<file path="src/rtl/bot_rws_pkg.sv">
// Package with shared types, codes and constants for the read/write sequencer.
`default_nettype none
package bot_rws_pkg;

  localparam int unsigned SECTOR_BYTES_LOG2 = 9;
  localparam int unsigned CHUNK_SECTORS_DEF = 64;
  localparam int unsigned QUEUE_DEPTH_DEF   = 4;

  localparam logic [31:0] CSW_SIGNATURE = 32'h5342_5355;
  localparam logic [7:0]  OPC_READ      = 8'h28;
  localparam logic [7:0]  OPC_WRITE     = 8'h2A;
  localparam logic [15:0] CSW_MIN_BYTES = 16'd13;
  localparam logic [7:0]  CSW_PHASE_ERR = 8'd2;

  localparam logic [1:0] OUTC_OK    = 2'd0;
  localparam logic [1:0] OUTC_STALL = 2'd1;

  localparam logic [2:0] ACT_CBW   = 3'd0;
  localparam logic [2:0] ACT_DATA  = 3'd1;
  localparam logic [2:0] ACT_CSW   = 3'd2;
  localparam logic [2:0] ACT_HALT  = 3'd3;
  localparam logic [2:0] ACT_RESET = 3'd4;
  localparam logic [2:0] ACT_OK    = 3'd5;
  localparam logic [2:0] ACT_FAIL  = 3'd6;

  localparam int unsigned IN_DATA_W  = 192;
  localparam int unsigned OUT_DATA_W = 104;

  typedef struct packed {
    logic        two;
    logic [2:0]  act0;
    logic [2:0]  act1;
    logic        halt_in;
    logic [31:0] tag;
    logic [31:0] lba;
    logic [6:0]  chunk;
    logic        wmode;
  } bot_rws_entry_t;

endpackage
`default_nettype wire

</file>
<file path="src/rtl/bot_rws_front.sv">
// Front end: accepts items, tracks the transport state and queues result descriptors.
`default_nettype none
module bot_rws_front
  import bot_rws_pkg::*;
#(
  parameter int unsigned CHUNK_SECTORS = CHUNK_SECTORS_DEF
) (
  input  wire logic                 clk,
  input  wire logic                 rst_n,
  input  wire logic                 cfg_wr_en,
  input  wire logic [31:0]          cfg_wr_data,
  input  wire logic                 in_tvalid,
  output logic                      in_tready,
  input  wire logic [IN_DATA_W-1:0] in_tdata,
  input  wire logic                 in_tuser,
  input  wire logic                 q_full,
  output logic                      q_push,
  output bot_rws_entry_t            q_entry
);

  localparam logic [1:0] PH_IDLE = 2'd0;
  localparam logic [1:0] PH_CBW  = 2'd1;
  localparam logic [1:0] PH_DATA = 2'd2;
  localparam logic [1:0] PH_CSW  = 2'd3;
  localparam logic [31:0] CHUNK32 = 32'(CHUNK_SECTORS);
  localparam logic [6:0]  CHUNK7  = 7'(CHUNK_SECTORS);

  logic [31:0] cap_r;
  logic [1:0]  phase_r, phase_nxt;
  logic [31:0] tag_r, tag_nxt;
  logic [31:0] lba_r, lba_nxt;
  logic [31:0] rem_r, rem_nxt;
  logic [6:0]  chunk_r, chunk_nxt;
  logic        wmode_r, wmode_nxt;
  logic        retried_r, retried_nxt;

  logic        is_write;
  logic [31:0] start_lba, sector_count, sig, tag_in, residue;
  logic [1:0]  outcome;
  logic [15:0] bytes_moved;
  logic [7:0]  code;
  logic        accept;
  logic        produce, two, halt_in;
  logic [2:0]  act0, act1;
  logic        range_bad;
  logic [31:0] rem_after;
  logic [31:0] issue_rem;
  logic        issue;

  assign is_write     = in_tdata[0];
  assign start_lba    = in_tdata[32:1];
  assign sector_count = in_tdata[64:33];
  assign outcome      = in_tdata[66:65];
  assign bytes_moved  = in_tdata[82:67];
  assign sig          = in_tdata[114:83];
  assign tag_in       = in_tdata[146:115];
  assign residue      = in_tdata[178:147];
  assign code         = in_tdata[186:179];

  assign in_tready = !q_full;
  assign accept    = in_tvalid && in_tready;
  assign range_bad = (cap_r == 32'd0) || (sector_count == 32'd0) || (start_lba >= cap_r) ||
                     (sector_count > (cap_r - start_lba));
  assign rem_after = rem_r - {25'd0, chunk_r};

  always_comb begin
    phase_nxt   = phase_r;
    tag_nxt     = tag_r;
    lba_nxt     = lba_r;
    rem_nxt     = rem_r;
    chunk_nxt   = chunk_r;
    wmode_nxt   = wmode_r;
    retried_nxt = retried_r;
    produce     = 1'b0;
    two         = 1'b0;
    halt_in     = 1'b0;
    act0        = ACT_FAIL;
    act1        = ACT_FAIL;
    issue       = 1'b0;
    issue_rem   = rem_r;
    if (accept) begin
      if (!in_tuser) begin
        if (phase_r == PH_IDLE) begin
          produce = 1'b1;
          if (!range_bad) begin
            wmode_nxt   = is_write;
            lba_nxt     = start_lba;
            rem_nxt     = sector_count;
            retried_nxt = 1'b0;
            issue       = 1'b1;
            issue_rem   = sector_count;
          end
        end
      end else begin
        unique case (phase_r)
          PH_IDLE: begin
          end
          PH_CBW: begin
            produce = 1'b1;
            if (outcome == OUTC_OK) begin
              phase_nxt = PH_DATA;
              act0      = ACT_DATA;
            end else begin
              phase_nxt = PH_IDLE;
              two       = 1'b1;
              act0      = ACT_RESET;
            end
          end
          PH_DATA: begin
            produce = 1'b1;
            if (outcome == OUTC_OK || outcome == OUTC_STALL) begin
              phase_nxt   = PH_CSW;
              retried_nxt = 1'b0;
              if (outcome == OUTC_STALL) begin
                two     = 1'b1;
                act0    = ACT_HALT;
                halt_in = !wmode_r;
                act1    = ACT_CSW;
              end else begin
                act0 = ACT_CSW;
              end
            end else begin
              phase_nxt = PH_IDLE;
              two       = 1'b1;
              act0      = ACT_RESET;
            end
          end
          PH_CSW: begin
            produce = 1'b1;
            if (outcome == OUTC_STALL && !retried_r) begin
              retried_nxt = 1'b1;
              two         = 1'b1;
              act0        = ACT_HALT;
              halt_in     = 1'b1;
              act1        = ACT_CSW;
            end else if (outcome != OUTC_OK || bytes_moved < CSW_MIN_BYTES ||
                         sig != CSW_SIGNATURE || tag_in != tag_r ||
                         code == CSW_PHASE_ERR) begin
              phase_nxt = PH_IDLE;
              two       = 1'b1;
              act0      = ACT_RESET;
            end else if (code != 8'd0 || residue != 32'd0) begin
              phase_nxt = PH_IDLE;
            end else begin
              lba_nxt = lba_r + {25'd0, chunk_r};
              rem_nxt = rem_after;
              if (rem_after == 32'd0) begin
                phase_nxt = PH_IDLE;
                act0      = ACT_OK;
              end else begin
                issue     = 1'b1;
                issue_rem = rem_after;
              end
            end
          end
          default: begin
          end
        endcase
      end
    end
    if (issue) begin
      chunk_nxt = (issue_rem > CHUNK32) ? CHUNK7 : issue_rem[6:0];
      tag_nxt   = tag_r + 32'd1;
      phase_nxt = PH_CBW;
      act0      = ACT_CBW;
    end
  end

  assign q_push          = produce;
  assign q_entry.two     = two;
  assign q_entry.act0    = act0;
  assign q_entry.act1    = act1;
  assign q_entry.halt_in = halt_in;
  assign q_entry.tag     = tag_nxt;
  assign q_entry.lba     = lba_nxt;
  assign q_entry.chunk   = chunk_nxt;
  assign q_entry.wmode   = wmode_nxt;

  always_ff @(posedge clk) begin
    if (!rst_n) begin
      cap_r     <= 32'd0;
      phase_r   <= PH_IDLE;
      tag_r     <= 32'd0;
      lba_r     <= 32'd0;
      rem_r     <= 32'd0;
      chunk_r   <= 7'd0;
      wmode_r   <= 1'b0;
      retried_r <= 1'b0;
    end else begin
      if (cfg_wr_en) begin
        cap_r <= cfg_wr_data;
      end
      phase_r   <= phase_nxt;
      tag_r     <= tag_nxt;
      lba_r     <= lba_nxt;
      rem_r     <= rem_nxt;
      chunk_r   <= chunk_nxt;
      wmode_r   <= wmode_nxt;
      retried_r <= retried_nxt;
    end
  end

endmodule
`default_nettype wire

</file>
<file path="src/rtl/bot_rws_queue.sv">
// Small register queue of result descriptors between the front and back ends.
`default_nettype none
module bot_rws_queue
  import bot_rws_pkg::*;
#(
  parameter int unsigned DEPTH = QUEUE_DEPTH_DEF
) (
  input  wire logic            clk,
  input  wire logic            rst_n,
  input  wire logic            push,
  input  wire bot_rws_entry_t  push_entry,
  input  wire logic            pop,
  output logic                 full,
  output logic                 not_empty,
  output bot_rws_entry_t       head
);

  localparam int unsigned PW = (DEPTH > 1) ? $clog2(DEPTH) : 1;
  localparam int unsigned CW = $clog2(DEPTH + 1);
  localparam logic [CW-1:0] DEPTH_C = CW'(DEPTH);
  localparam logic [PW-1:0] LAST_C  = PW'(DEPTH - 1);

  bot_rws_entry_t mem_r [DEPTH];
  logic [PW-1:0]  wr_ptr_r, rd_ptr_r;
  logic [CW-1:0]  count_r;
  logic           do_push, do_pop;

  assign full      = (count_r == DEPTH_C);
  assign not_empty = (count_r != '0);
  assign head      = mem_r[rd_ptr_r];
  assign do_push   = push && !full;
  assign do_pop    = pop && not_empty;

  always_ff @(posedge clk) begin
    if (do_push) begin
      mem_r[wr_ptr_r] <= push_entry;
    end
  end

  always_ff @(posedge clk) begin
    if (!rst_n) begin
      wr_ptr_r <= '0;
      rd_ptr_r <= '0;
      count_r  <= '0;
    end else begin
      if (do_push) begin
        wr_ptr_r <= (wr_ptr_r == LAST_C) ? '0 : wr_ptr_r + PW'(1);
      end
      if (do_pop) begin
        rd_ptr_r <= (rd_ptr_r == LAST_C) ? '0 : rd_ptr_r + PW'(1);
      end
      if (do_push && !do_pop) begin
        count_r <= count_r + CW'(1);
      end else if (do_pop && !do_push) begin
        count_r <= count_r - CW'(1);
      end
    end
  end

endmodule
`default_nettype wire

</file>
<file path="src/rtl/bot_rws_back.sv">
// Back end: expands queued descriptors into result items behind an output register.
`default_nettype none
module bot_rws_back
  import bot_rws_pkg::*;
(
  input  wire logic                  clk,
  input  wire logic                  rst_n,
  input  wire logic                  q_not_empty,
  input  wire bot_rws_entry_t        q_head,
  output logic                       q_pop,
  output logic                       out_tvalid,
  input  wire logic                  out_tready,
  output logic [OUT_DATA_W-1:0]      out_tdata,
  output logic                       out_tlast
);

  logic                  valid_r;
  logic                  idx_r;
  logic [OUT_DATA_W-1:0] data_r;
  logic                  last_r;
  logic                  load;
  logic                  is_last;
  logic [2:0]            act;
  logic [OUT_DATA_W-1:0] data_nxt;

  assign load    = q_not_empty && (!valid_r || out_tready);
  assign act     = idx_r ? q_head.act1 : q_head.act0;
  assign is_last = idx_r || !q_head.two;
  assign q_pop   = load && is_last;

  always_comb begin
    data_nxt       = '0;
    data_nxt[2:0]  = act;
    if (act <= ACT_HALT) begin
      data_nxt[34:3]  = q_head.tag;
      data_nxt[50:35] = {q_head.chunk, {SECTOR_BYTES_LOG2{1'b0}}};
      data_nxt[51]    = !q_head.wmode;
      data_nxt[59:52] = q_head.wmode ? OPC_WRITE : OPC_READ;
      data_nxt[91:60] = q_head.lba;
      data_nxt[98:92] = q_head.chunk;
    end
    if (act == ACT_HALT) begin
      data_nxt[99] = q_head.halt_in;
    end
  end

  always_ff @(posedge clk) begin
    if (load) begin
      data_r <= data_nxt;
      last_r <= is_last;
    end
  end

  always_ff @(posedge clk) begin
    if (!rst_n) begin
      valid_r <= 1'b0;
      idx_r   <= 1'b0;
    end else begin
      if (load) begin
        valid_r <= 1'b1;
        idx_r   <= !is_last;
      end else if (out_tready) begin
        valid_r <= 1'b0;
      end
    end
  end

  assign out_tvalid = valid_r;
  assign out_tdata  = data_r;
  assign out_tlast  = last_r;

endmodule
`default_nettype wire

</file>
<file path="src/rtl/bot_read_write_sequencer_unit.sv">
// Top level of the Bulk-Only Transport read/write sequencer.
//
// The front end takes one input item per cycle as long as its four-entry descriptor
// queue has room, updates the transport state in that same cycle and queues what the
// item causes; the back end turns each descriptor into one or two result items and
// sends one result item per cycle through its output register while out_tready is high.
// The first result of an item passes through the descriptor queue and then the output
// register. The user writes the capacity register through cfg_wr_en and cfg_wr_data
// only while the block is idle; the block itself does not enforce this.
`default_nettype none
module bot_read_write_sequencer_unit
  import bot_rws_pkg::*;
#(
  parameter int unsigned CHUNK_SECTORS = CHUNK_SECTORS_DEF,
  parameter int unsigned QUEUE_DEPTH   = QUEUE_DEPTH_DEF
) (
  input  wire logic                  clk,
  input  wire logic                  rst_n,
  input  wire logic                  cfg_wr_en,
  input  wire logic [31:0]           cfg_wr_data,
  input  wire logic                  in_tvalid,
  output logic                       in_tready,
  // is_write, start_lba, sector_count, outcome, bytes_moved, status_signature,
  // status_tag, status_residue, status_code, then zero fill.
  input  wire logic [IN_DATA_W-1:0]  in_tdata,
  // command.
  input  wire logic                  in_tuser,
  output logic                       out_tvalid,
  input  wire logic                  out_tready,
  // action, cbw_tag, data_length, data_in, scsi_opcode, chunk_lba, chunk_blocks,
  // halt_in_endpoint, then zero fill.
  output logic [OUT_DATA_W-1:0]      out_tdata,
  output logic                       out_tlast
);

  logic           q_push, q_pop, q_full, q_not_empty;
  bot_rws_entry_t q_entry, q_head;

  bot_rws_front #(
    .CHUNK_SECTORS(CHUNK_SECTORS)
  ) u_front (
    .clk        (clk),
    .rst_n      (rst_n),
    .cfg_wr_en  (cfg_wr_en),
    .cfg_wr_data(cfg_wr_data),
    .in_tvalid  (in_tvalid),
    .in_tready  (in_tready),
    .in_tdata   (in_tdata),
    .in_tuser   (in_tuser),
    .q_full     (q_full),
    .q_push     (q_push),
    .q_entry    (q_entry)
  );

  bot_rws_queue #(
    .DEPTH(QUEUE_DEPTH)
  ) u_queue (
    .clk       (clk),
    .rst_n     (rst_n),
    .push      (q_push),
    .push_entry(q_entry),
    .pop       (q_pop),
    .full      (q_full),
    .not_empty (q_not_empty),
    .head      (q_head)
  );

  bot_rws_back u_back (
    .clk        (clk),
    .rst_n      (rst_n),
    .q_not_empty(q_not_empty),
    .q_head     (q_head),
    .q_pop      (q_pop),
    .out_tvalid (out_tvalid),
    .out_tready (out_tready),
    .out_tdata  (out_tdata),
    .out_tlast  (out_tlast)
  );

  a_done_fields_zero: assert property (@(posedge clk) disable iff (!rst_n)
    (out_tvalid && out_tdata[2:0] >= ACT_RESET) |-> (out_tdata[99:3] == '0))
    else $error("Completion or reset item carries chunk fields.");

  a_halt_only_on_clear: assert property (@(posedge clk) disable iff (!rst_n)
    (out_tvalid && out_tdata[99]) |-> (out_tdata[2:0] == ACT_HALT))
    else $error("Halt endpoint flag set on a non-clear-halt item.");

  a_done_is_last: assert property (@(posedge clk) disable iff (!rst_n)
    (out_tvalid && (out_tdata[2:0] == ACT_OK || out_tdata[2:0] == ACT_FAIL ||
                    out_tdata[2:0] == ACT_CBW || out_tdata[2:0] == ACT_DATA))
    |-> out_tlast)
    else $error("Final action of an input not marked last.");

  a_first_not_last: assert property (@(posedge clk) disable iff (!rst_n)
    (out_tvalid && (out_tdata[2:0] == ACT_HALT || out_tdata[2:0] == ACT_RESET))
    |-> !out_tlast)
    else $error("Leading item of a pair marked last.");

endmodule
`default_nettype wire

</file>
<file path="config.mk">
export PLATFORM = sky130hd
export DESIGN_NAME = bot_read_write_sequencer_unit
export DESIGN_NICKNAME = d
export VERILOG_FILES = /design/src/rtl/bot_rws_pkg.sv /design/src/rtl/bot_rws_front.sv /design/src/rtl/bot_rws_queue.sv /design/src/rtl/bot_rws_back.sv /design/src/rtl/bot_read_write_sequencer_unit.sv
export SDC_FILE = /design/constraint.sdc
export NUM_CORES = 1
export LEC_CHECK = 0
export BUFFER_PORTS_ARGS = -buffer_cell sky130_fd_sc_hd__buf_4
export CAP_MARGIN = 20
export CORE_MARGIN = 1.5
export CORE_UTILIZATION = 59
export DETAILED_ROUTE_END_ITERATION = 10
export PLACE_DENSITY = 0.79
export REMOVE_ABC_BUFFERS = 1
export SLEW_MARGIN = 10
export SYNTH_ARGS = -nofsm -noshare
export SYNTH_HDL_FRONTEND = slang
export SYNTH_HIERARCHICAL = 1
export SYNTH_SLANG_ARGS = --single-unit
export TNS_END_PERCENT = 10
</file>
<file path="constraint.sdc">
create_clock -name clk -period 8.3 [get_ports clk]
set_input_delay 1.245 -clock clk [delete_from_list [all_inputs] [get_ports clk]]
set_output_delay 1.245 -clock clk [all_outputs]
set_load 0.05 [all_outputs]
</file>
### Yosys cells after proc, flatten, opt, wreduce, memory -nomap -nowiden

Memories as Yosys holds them, arrays and structs flattened. A register that Yosys moved wholly into a read port is not among the register bits.
Cells that the tools add are included.

| word-level totals | value |
|---|---|
| memory bits (writable) | 320 |
| bits in latches | 0 |
| memories | 1 |
| flip-flop bits (word level) | 249 |
| bits in read-only memories | 0 |

| operators by class | value |
|---|---|
| shift-type cells | 0 |
| muxes and demuxes | 101 |
| bitwise logic cells | 1 |
| add/sub/neg operators | 8 |
| equality and inequality tests | 23 |
| multipliers | 0 |
| magnitude comparators | 5 |
| divide/modulo/power cells | 0 |
| reduce and logical (&&, ||, !) cells | 50 |

Memories:

| name | depth | width | rd ports | clocked after memory_dff | wr ports | line | text |
|---|---|---|---|---|---|---|---|
| u_queue.mem_r | 4 | 80 | 1 | 1 | 1 | bot_rws_queue.sv:23 | `bot_rws_entry_t mem_r [DEPTH];` |

Operator list:

| operator | count |
|---|---|
| $mux 32 | 23 |
| $logic_not 32->1 | 3 |
| $mux 3 | 16 |
| $mux 1 | 42 |
| $add 32x1->32 const B | 1 |
| $add 32x7->32 | 1 |
| $ge 32x32->1 | 1 |
| $gt 32x32->1 | 1 |
| $gt 32x7->1 const B | 1 |
| $ne 32x31->1 const B | 1 |
| $ne 32x32->1 | 1 |
| $reduce_bool 32->1 | 1 |
| $sub 32x32->32 | 1 |
| $sub 32x7->32 | 1 |
| $mux 2 | 12 |
| $lt 16x4->1 const B | 1 |
| $reduce_and 5->1 | 3 |
| $mux 7 | 2 |
| $reduce_bool 2->1 | 6 |
| $logic_or 1x1->1 | 11 |
| $ne 2x2->1 const B | 5 |
| $logic_not 1->1 | 9 |
| $ne 3x2->1 const B | 3 |
| $pmux 3 s3 | 1 |
| other kinds (26) | 41 |

### Logic depth before layout (Yosys ltp)

Gate-level depths: netlist of run 1.

| logic depth | value |
|---|---|
| word-level depth | 13 |
| depth in mapped cells | 28 |

### By module

Netlist of run 1, hierarchy kept.

Modules (own cells, without submodules):

| module | cells each | times used | area an instance (µm²) |
|---|---|---|---|
| bot_rws_front | 1642 | 1 | 12318.1 |
| bot_rws_queue | 469 | 1 | 12102.9 |
| bot_rws_back | 205 | 1 | 3239.4 |

### Worst setup path after synthesis of run 1

No wires, ideal clock.

| timing path | value |
|---|---|
| path type | input port to flip-flop |
| from | input in_tdata[20] |
| to | register u_front.tag_r[13] |
| required time | 8241 ps |
| stages | 28 |
| arrival time | 6321 ps |
| slack | 1920 ps |
| setup time | 59 ps |
| cells stage by stage | inv_1 ha_1 clkbuf_1 a211oi_1 o21ai_0 a221oi_1 or2_2 a31oi_1 o21ai_0 nand2b_1 a21o_1 a311o_1 a21oi_1 xor2_1 ha_1 nand4_1 nor4_1 and3_1 a31o_2 nand4_1 nor2_1 nand2_1 o21ai_1 buf_2 buf_2 nand3_1 xnor2_1 and2_1 |

RTL lines:

| item | line | text |
|---|---|---|
| from (decl) | bot_read_write_sequencer_unit.sv:25 | `input wire logic [IN_DATA_W-1:0] in_tdata,` |
| to (signal assigned) | bot_rws_front.sv:194 | `tag_r <= tag_nxt;` |
| to (decl) | bot_rws_front.sv:30 | `logic [31:0] tag_r, tag_nxt;` |

==> run metrics, run 1 <==
fillers=3270; CP endpoint kind=flop; vias per cell=roughly 6.2; Cell variety after synth=94; Detailed Place HPWL=53050 um; top_reg_cell synth=edfxtp_1; pwr/cell area=approximately 270 nW/um^2; WL met2=approximately 36000 um; vias in the first global route=19750; DR pass1 iterations=6; Clock Latency Late Sink=0.61 ns; max-cap violation count=0; total power=8692 uW; status=finished, final reports clean; Sink Count=549; Max VDD drop=0.2727 mV; clk_skew=0.01859 ns; Initial DRC Count=between 2000 and 2500; leakage power=0.01205 uW; Routed WL per cell=23.46 um; CTS max path bufs=3; Worst R2R Start=u_front/cap_r[1]; worst endpoint required time=approximately 8.6 ns; setup violators final=0; Placed Instances=3129; crit start category=input port; Worst Setup SP=in_tdata[2]; Routed WL=~76000 um; FF+latch count, synth=549; Core Region=roughly 46000 um^2; Worst-path clk slew=0.07 ns; Async SR Flop Fraction=0%; cts hold-fix bufs=0; die area=48190 um^2; IO Pins=between 300 and 400; Max Freq=138.2 MHz; post-layout net count=2897; Post-synth EDFFs=399; routed length on met1=29240 um; post-CTS setup buffer count=0; number of buffers created by CTS=54; layout cells sized above 1=21.16%; Least-Margin Pin Slew=1.130 ns; Die Ht=219.5 um; Syn-to-layout area delta=15.83%; total grt overflow=0; Cells after Synth=between 2000 and 2500; crit-path max cell delay=0.63 ns; Worst Min Path Start=u_front/rem_r[0]; Period minus WS final=7.237 ns; port bufs=~310; largest net degree at the start of global routing=81; TritonCTS clock tree=done; synthesized area=between 20000 and 30000 um^2; fin cells=3232; yosys warns=6; Rel. slew slack=24.66%; die width=~220 um; H-tree depth=2; top sig layer=met5; hold crit path type=reg -> reg; Seq/Total Area, Yosys=54.17%; RSZ-0062 raised after global routing=no; Worst Path Max Fanout=22; Row Count=slightly below 80; RePlAce Congestion=0.9435; antenna violations before repair=4; crit share post-route=87.20%; mean post-synth cell area=11.94 um^2; post-route ant nets=0; drt drc=0; first-pass GRT wire length=113600 um; WL met3=6974 um; Slew Viols, Final=0; CP dominant cell by count=a21oi_1; Final Hold Fails=0; slowest CP cell=a21oi_2; post-CTS sizing=0; GRT Total Usage=a little under a third; CP Class=in -> reg; CP arrival=7.57 ns; clock root cell=clkbuf_16; Initial Util=about three fifths; via count=20190
[worst max-delay path: cells and delay by family]
kind                     cells  cell delay (ns)
AO/OA/AOI/OAI               12             2.98
AND/OR/NAND/NOR              7             1.93
adder cells (fa/ha/maj)      2             0.64
XOR/XNOR                     2             0.55
buffers and inverters        2             0.18
[path summary, 6_finish.rpt]
check	depth (start not counted)	slack [ns]	endpoint
worst max-delay path	25	1.06	u_queue/mem_r[1][52]
worst min-delay path	2	0.49	u_front/rem_r[0]
worst max register to register	23	1.38	u_queue/mem_r[1][52]
worst min register to register	2	0.49	u_front/rem_r[0]
[cell usage in the layout, fill, tap and decap left out, drive strengths merged, types with 24 or more instances in the layout]
cell type	Yosys	routed
buf	82	337
xor2	29	29
o22ai	28	28
nor2	172	172
o21ai	80	80
nand3	53	53
nor4	51	51
nor3	50	50
dfxtp	150	150
and3	24	24
a21oi	107	107
and2	149	149
xnor2	80	80
nand2	130	130
edfxtp	399	399
nand4	56	56
clkbuf	66	75
inv	92	96
ha	85	85
mux2i	64	64
a22oi	30	30
mux4	80	80
[layout make-up]
cell class                      instances  area (um^2)  area share, %
Sequential cell                       549        14990          46.79
Multi-Input combinational cell       1543        11540          36.02
Timing Repair Buffer                  337         2530          7.896
Clock buffer                           75         1604          5.006
Tap cell                              607        759.5          2.370
Inverter                               93        350.3          1.093
Clock inverter                         26        257.7         0.8045
Antenna cell                            2        5.005        0.01562
[layer usage]
layer,vias up,GRT usage (%)
li1,9187,-
met1,9778,40.62
met2,1038,50.87
met3,181,6.266
met4,4,15.48
met5,-,0
[logic make-up (layout without fill, tap and decap cells)]
kind of cell,Yosys count,count (layout),synth area share [%]
AOI/OAI and AO/OA,404,404,9.730
DFF,549,549,54.17
and+or+nand+nor,774,774,15.02
xor gates and xnor gates,109,109,3.451
muxes,147,147,8.952
adders and majority gates,89,89,4.134
buffers and inverters,241,531,4.496
other,3,22,0.04071
[through the flow]
step	utilization (%)	cell area, um^2	hold slack, ns	setup TNS, ns	setup slack [ns]
2_1_floorplan	-	26830	0.4363	-36.91	-0.3810
3_3_place_gp	65.09	30170	0.4481	0	0.8291
3_5_place_dp	65.09	30170	0.4653	0	0.6886
4_1_cts	69.10	32030	0.4749	0	1.285
5_1_grt	69.11	32040	0.4961	0	0.6649
6_report	69.11	32040	0.4851	0	1.063
[power breakdown]
group	total, uW	internal (uW)	switching, uW
Clock	2530	1480	1050
Combinational	2580	863	1720
Sequential	3580	3390	190
[sequential cells by signal, indices dropped and copies added (netlist names), 3 cells and up, named ones only]
signal and cells:
u_queue/mem_r 320, u_back/out_tdata 78, u_front/cap_r 32, u_front/lba_r 32
u_front/rem_r 32, u_front/tag_r 32, u_front/chunk_r 7, u_queue/count_r 3
[cells in the mapped netlist, types with 8 or more instances]
| master | n | area share [%] |
|---|---|---|
| nor2_1 | 172 | 2.3 |
| a22oi_1 | 30 | 0.81 |
| and3_1 | 24 | 0.54 |
| xnor2_1 | 80 | 2.5 |
| buf_2 | 20 | 0.36 |
| a31oi_1 | 11 | 0.25 |
| or2_2 | 8 | 0.18 |
| and4_1 | 10 | 0.32 |
| and2_1 | 148 | 3.3 |
| o22ai_1 | 28 | 0.63 |
| nand3_1 | 52 | 0.94 |
| a211oi_1 | 11 | 0.30 |
| clkbuf_1 | 66 | 0.90 |
| buf_1 | 13 | 0.18 |
| nor4_1 | 47 | 1.1 |
| nand2_1 | 130 | 1.8 |
| nor3_1 | 46 | 0.83 |
| a21oi_1 | 105 | 1.9 |
| xor2_1 | 29 | 0.92 |
| edfxtp_1 | 399 | 43 |
| buf_4 | 33 | 0.90 |
| buf_12 | 8 | 0.58 |
| o211ai_1 | 9 | 0.24 |
| nand2b_1 | 14 | 0.32 |
| a21o_1 | 20 | 0.54 |
| dfxtp_1 | 150 | 11 |
| o21ai_0 | 77 | 1.4 |
| a21boi_0 | 8 | 0.22 |
| or3_1 | 12 | 0.27 |
| mux4_2 | 80 | 6.5 |
| nand4_1 | 55 | 1.2 |
| buf_6 | 8 | 0.33 |
| ha_1 | 85 | 3.8 |
| mux2i_1 | 64 | 2.3 |
| inv_1 | 92 | 1.2 |
| o21a_1 | 10 | 0.27 |
| nor2b_1 | 15 | 0.34 |
Power figures use the tool's default switching activity.
==> run 2: changes to the inputs <==
clock period = 7.25 ns   (was 8.3 ns; I/O delays follow)
==> run metrics, run 2 (synthesized netlist as in run 1, its figures left out) <==
Sink Count=~550; Worst Path Buf+Inv=2; GRT Total Usage=31.80%; TritonCTS clock tree=done; DR pass1 iterations=6; number of buffers created by CTS=54; Initial DRC Count=1876; vias per cell=between 6 and 7; RePlAce Congestion=0.9304; leading cell types in the layout, fill and taps excluded=edfxtp_1, buf_4, nor2_1, dfxtp_1, and2_1; clock root cell=clkbuf_16; status=finished, final reports clean; worst endpoint required time=about 7.6 ns; clk_skew=0.02262 ns; layout cells sized above 1=a little over a fifth; Routed WL per cell=23.84 um; Max Freq=about 150 MHz; Slew Viols, Final=0; switching part of the total power=34.57%; Worst-path clk slew=0.07 ns; Row Count=79; CP Class=in -> reg; RSZ-0062 raised after global routing=no; CP top delay family=compound AO/OA/AOI/OAI gates; Core Region=46360 um^2; Period minus WS final=~6.5 ns; setup violators final=0; logic gate share of total power=30.2%; Routed WL=between 70000 and 80000 um; GR peak layer=met2; crit start category=input port; cts hold-fix bufs=0; via count=20440; hold crit path type=reg -> reg; post-CTS sizing=0; total power=~9900 uW; GR Util met2=52.82%; max reg flops=320; power share of the clock group=between 20% and 30%; Sequential Power Share=41.2%; port bufs=313; Initial Util=approximately 60%; Syn-to-layout area delta=16.05%; crit-path max cell delay=roughly 0.56 ns; met3 Track Usage GR=5.273%; post-layout net count=approximately 2900; sw power=about 3400 uW; Internal=6505 uW; IO Pins=337; Max VDD drop=0.4421 mV; CP endpoint kind=flop; Final Hold Fails=0; Die Ht=219.5 um; met1 usage=about 40%; CP arrival=6.87 ns; leakage power=0.01207 uW; Least-Margin Pin Slew=1.089 ns; Clock Latency Late Sink=approximately 0.62 ns; CP dominant cell by count=a21oi_1; Worst Path Max Fanout=7; antenna violations before repair=2; Rel. slew slack=26.90%; largest net degree at the start of global routing=80; first-pass GRT wire length=115500 um; post-place setup slack=~0.25 ns; crit share post-route=approximately 90%; die area=48190 um^2; die width=219.5 um; pwr/cell area=between 300 and 400 nW/um^2; Final WS setup=0.7294 ns; slowest CP cell=nor4_4; post-CTS setup buffer count=0; Detailed Place HPWL=around 54000 um; worst hold slack=0.4683 ns; commonest non-fill, non-tap cell in the layout=edfxtp_1; vias in the first global route=20240; max-cap violation count=0; post-route ant nets=0; CTS max path bufs=3; total grt overflow=0; drt drc=0; Largest Register=u_queue/mem_r; H-tree depth=2
## run 2: final timing paths
| check | cells past startpoint | startpoint | slack (ns) | end |
|---|---|---|---|---|
| min reg2reg | 2 | u_front/rem_r[0] | 0.47 | u_front/rem_r[0] |
| max reg2reg | 24 | u_front/cap_r[1] | 0.93 | u_queue/mem_r[0][7] |
| min | 2 | u_front/rem_r[0] | 0.47 | u_front/rem_r[0] |
| max | 26 | in_tdata[2] | 0.73 | u_queue/mem_r[0][7] |
## run 2: cell type report
class	count	area (um^2)
Fill cell	3288	14260
Multi-Input combinational cell	1543	11540
Sequential cell	549	14990
Inverter	93	350.3
Clock inverter	30	322.8
Antenna cell	1	2.502
Tap cell	607	759.5
Clock buffer	71	1485
Timing Repair Buffer	349	2653
## run 2: routing by layer
layer / routed length (um) / share of wire (%)
met1: 30220 / 39
met2: 37350 / 48
met3: 6152 / 8.0
met4: 3574 / 4.6
met5: 11 / 0.014
## run 2: power groups by stage
stage	clock (uW)	sequential, uW	combinational [uW]
floorplan	0	5070	1120
global placement	0	4150	2910
detailed placement	0	4170	2960
CTS	2880	4110	2980
global route	2990	4140	3170
finish	2840	4100	3000
## run 2: metrics by stage
| step | setup TNS [ns] | util (%) | instance area [um^2] | cells |
|---|---|---|---|---|
| 2_1_floorplan | -181.45 | - | 26830 | 2185 |
| 6_report | 0 | 69.25 | 32100 | 3243 |
| 5_1_grt | 0 | 69.25 | 32100 | 3243 |
| 3_3_place_gp | 0 | 65.28 | 30260 | 3140 |
| 4_1_cts | 0 | 69.18 | 32070 | 3241 |
| 3_5_place_dp | 0 | 65.28 | 30260 | 3140 |
## run 2: worst min-delay path, cell delays in order, from the launching register on
cell     delay, ns
dfxtp_1       0.32
nand2_1       0.05
a21oi_1       0.05
